**src/rtl/core/heap_block_allocator_unit_macros.svh**
```systemverilog
// Assertion macros shared by the heap allocator RTL.
`ifndef HEAP_BLOCK_ALLOCATOR_UNIT_MACROS_SVH
`define HEAP_BLOCK_ALLOCATOR_UNIT_MACROS_SVH

// Check a condition at every clock edge outside reset.
`define HBA_ASSERT_ALWAYS(lbl, cond, msg) \
  lbl: assert property (@(posedge clk) disable iff (rst) (cond)) else $error(msg);

// Check that a trigger implies a condition in the next cycle.
`define HBA_ASSERT_NEXT(lbl, trig, cond, msg) \
  lbl: assert property (@(posedge clk) disable iff (rst) (trig) |=> (cond)) else $error(msg);

`endif

```
**src/rtl/core/hba_ram.sv**
```systemverilog
// Generic simple dual-port RAM with registered read.
module hba_ram #(
  parameter int WIDTH = 8,
  parameter int DEPTH = 16
) (
  input  logic                     clk,
  input  logic                     wr_en,
  input  logic [$clog2(DEPTH)-1:0] wr_addr,
  input  logic [WIDTH-1:0]         wr_data,
  input  logic                     rd_en,
  input  logic [$clog2(DEPTH)-1:0] rd_addr,
  output logic [WIDTH-1:0]         rd_data
);

  logic [WIDTH-1:0] mem [DEPTH];

  always_ff @(posedge clk) begin
    if (wr_en) begin
      mem[wr_addr] <= wr_data;
    end
    if (rd_en) begin
      rd_data <= mem[rd_addr];
    end
  end

endmodule

```
**config.mk**
```make
export PLATFORM = sky130hd
export DESIGN_NAME = hba_ram
export DESIGN_NICKNAME = d
export VERILOG_FILES = /design/src/rtl/core/heap_block_allocator_unit_macros.svh /design/src/rtl/core/hba_ram.sv
export SDC_FILE = /design/constraint.sdc
export NUM_CORES = 1
export LEC_CHECK = 0
export BUFFER_PORTS_ARGS = -buffer_cell sky130_fd_sc_hd__buf_2
export CAP_MARGIN = 5
export CELL_PAD_IN_SITES_DETAIL_PLACEMENT = 1
export CELL_PAD_IN_SITES_GLOBAL_PLACEMENT = 1
export CORE_AREA = 2 2 94 114
export DETAILED_ROUTE_END_ITERATION = 10
export DIE_AREA = 0 0 96 116
export PLACE_DENSITY_LB_ADDON = 0.1
export SLEW_MARGIN = 20
export SYNTH_ARGS = -nofsm -noshare
export SYNTH_HDL_FRONTEND = slang
export SYNTH_SLANG_ARGS = --single-unit
export TNS_END_PERCENT = 5
```
**constraint.sdc**
```tcl
create_clock -name clk -period 2.32 [get_ports clk]
set_clock_uncertainty 0.05 [all_clocks]
set_input_delay 0.348 -clock clk [delete_from_list [all_inputs] [get_ports clk]]
set_output_delay 0.348 -clock clk [all_outputs]
set_load 0.02 [all_outputs]
```
# [Word-level counts from Yosys, hierarchy flattened]
# Memories as Yosys holds them, arrays and structs flattened. A register that Yosys moved wholly into a read port is not among the register bits.
# Cells that the tools add are included.
[op_classes] add_sub_neg=0 n_mul=0 div=0 magnitude_cmp=0 n_eq_ne=0 shift=0 muxes=2 bitwise=0 reduce_logical=0
[op_table] operator="2-to-1 mux 1 bit" n=2
[totals] regBits=0 latchBits=0 mem_bits_rw=128 romBits=0 in_bits=19 n_memories=1
[memory_table] name="mem" depth=16 word_bits=8 rd=1 rd_clocked_by_memory_dff=1 write_ports=1 line_no="hba_ram.sv:15" text="logic [WIDTH-1:0] mem [DEPTH];"

# [Longest topological paths before layout]
[depth] depth_word=2 ltp_mapped=5

# [Worst setup path before layout]
# OpenSTA, ideal clock, no wires.
[synth_timing] path_type="input port to flip-flop" startpoint="input wr_addr[2]" endpoint="memory mem[0][0] (enable)" setup_time_ns=0.383 arrival_time_ns=1.458 required_ns=1.887 setup_slack_ns=0.429 stages=2 path_buffers=0 cell_sequence="or3b_2 > nor3_1"
[synth_lines] element="start, declared" line_no="hba_ram.sv:8" text="input logic [$clog2(DEPTH)-1:0] wr_addr,"
[synth_lines] element="end, declared" line_no="hba_ram.sv:15"
# No word-level cell before the write port.

==> flow_summary.toml <==
[logic_synthesis]
post-synth-top-count-cell = "edfxtp_1"
synth_area_leader_cell = "edfxtp_1"
post_synth_instance_area_um2 = 5228
synth_seq_area_share = 0.7812
ys_top_cells_by_area = "edfxtp_1 (78%), mux4_2 (7.8%), mux4_1 (7.0%)"
dominantRegCellSynth = "edfxtp_1"
synth.net_count = 248
ys_seq_elements = 136
synth-warning-count = 0
number_of_synthesized_flops_with_an_enable_pin = 136
netlist_instances = 229
yosys.area.top_type_share = 0.7812
asyncSetResetFlopFracSynth = 0
synth_common_cells = "edfxtp_1 (136), mux4_2 (18), a22oi_1 (16)"
synth_area_per_cell_um2 = 22.83
yosys.cell_types.count = 18

[timing]
achievable-frequency_mhz = 621.2
worstMarginPinSlew_ps = 407.0
grt_setup_unrepaired = "false"
total_setup_violations_reported_at_the_end_of_the_flow = 0
final_period_minus_worst_setup_slack_ps = 1610
finalMaxSlewViolations = 0
layout_worst_path_cycle_share = 0.6939
final_hold_viol_count = 0
maxSlewHeadroom = 0.7287
tns_ps = 0
fin_hold_ws_ps = 260.6

[layout]
drive_gt1_frac = 0.3188
final_nets = 304
fin_util = 0.6236
multiInputGateArea_um2 = 1057
area_growth_pct = 18.81
seqCellArea_um2 = 4084
ant_cells = 0
fillerInstances = 853

[critical_path]
setup.worst_path.start_class = "flop"
crit-reg2reg-capture = "rd_data[1]"
crit_path_end = "rd_data[1]"
startpoint = "mem[9][1]"
cp.required_ps = 2410
setup_slack_of_the_most_critical_reg_to_reg_path_ps = 710
critPathCaptureType = "flop"
worst_ep_arrival_time_ps = 1700
rr_startpoint = "mem[9][1]"
timing.reg2reg.worst_path_depth = 3
cp_max_fo = 1
setup.worst_path.class = "flop to flop"

[die]
rows = 40
width_of_the_die_um = 96
floorplan_core_area_um2 = 9960
num_ports = 27
dieHeight_um = 116
die_area_um2 = 11140
initial_core_util = 0.5249

[power_and_ir_drop]
ir_worst_vdd_mv = 0.6469
power_density_nw_per_um2 = 916.7
leakage_uw = 0.002114

[clock_tree]
cts-htree-levels = 4
cts_resized = 0
cts_tree = "done"
cts_made_buffers = 17
clk_root_buffer_cell = "clkbuf_16"
path_clk_slew_ps = 60
cts_hold_repair.buffers = 0
clockBufferDepth = 2
clock_sinks = 136
cts.repair_timing.setup_buffer_count = 0
clk_latency_ps = 410

[detailed_routing]
met3_length_um = 486
detailed_router_iteration_count_before_antenna_repair = 4
dr.first_iter.drc_count = 199
dr.max_layer_used = "met4"
detail_route.wirelength_mm = 10.65
drc = 0
met2_length_mm = 5.385
vias_per_cell = 5.958
drtAntennaViolNets = 0
met1Wirelength_mm = 4.603
wire_per_inst_um = 25.11
routed-via-count = 2526

[grt]
antenna_found_initial = 0
grt_first_pass_wirelength_mm = 16.34
track_usage = 0.2179
first_global_vias = 2763
globalRouteOverflowTotal = 0
grt_start_max_net_pins = 33

[placed_design]
detailed_place_hpwl_mm = 6.715
place_congestion = 0.7349
port_buffers = 26

[job]
cap_viol_max_count = 0

[outcome]
status = "finished clean"

[worst_hold_path]
min_path_type = "primary input to flop"
## how the worst min path moves through the flow
stage               startpoint         end  slack [ps]  depth (start not counted)
finish              wr_data[3]  mem[10][3]         260                          1
global route             rd_en  rd_data[6]         260                          1
CTS                 wr_data[2]   mem[7][2]         250                          1
detailed placement  wr_data[2]   mem[4][2]         690                          1
global placement    mem[12][3]  rd_data[3]         680                          3
floorplan           wr_data[0]   mem[0][0]         400                          0
## per-stage QoR
step / instance area [um2] / std cells / setup slack [ps] / total power, uW
floorplan: 5228 / 229 / 429.1 / 2985
global placement: 5624 / 392 / 342.5 / 3101
detailed placement: 5624 / 392 / 295.7 / 3112
CTS: 6211 / 424 / 716.3 / 5733
global route: 6211 / 424 / 656.5 / 5852
finish: 6211 / 424 / 710.2 / 5694
## registers in the layout, indices dropped and copies added (netlist names)
name	count
rd_data	8
mem	128
## critical path: stages (launching register included)
cell and delay (ps):
edfxtp_1 350, mux4_1 500, a22oi_1 330, nand2_1 100
## cell families (layout without fill, tap and decap cells)
kind of cell	after synthesis	count (layout)	share of synthesized area
AOI/OAI and AO/OA	16	16	0.02298
buffers and inverters	10	79	0.01651
DFF	136	136	0.7812
muxes	32	32	0.1479
and+or+nand+nor	35	35	0.03136
## final cells by class
type,instances,share of cell area
clock buffer,20,0.07031
timing repair buffer,47,0.05238
multi-input combinational,83,0.1702
sequential,136,0.6575
clock inverter,12,0.02417
tap,126,0.02538
## routing by layer
layer | global-route usage | vias to the layer above
met5 | 0 | -
met4 | 0.09048 | 0
met3 | 0.06242 | 21
met2 | 0.3440 | 95
met1 | 0.2862 | 1319
li1 | - | 1091
## cell usage in the layout, fill, tap and decap left out, drive strengths merged
| master | n |
|---|---|
| edfxtp | 136 |
| buf | 47 |
| mux4 | 32 |
| clkbuf | 20 |
| a22oi | 16 |
| nor2 | 13 |
| nand2 | 9 |
| clkinv | 5 |
| nor3 | 4 |
| clkinvlp | 3 |
| bufinv | 3 |
| nand3b | 2 |
| nand2b | 2 |
| nor2b | 1 |
| and2 | 1 |
| and2b | 1 |
| nand3 | 1 |
| or3b | 1 |
| inv | 1 |
## power by group
group	switching, uW	internal, uW
Clock	951	1680
Sequential	15.6	2770
Combinational	161	113
(Power assumes the default switching activity.)
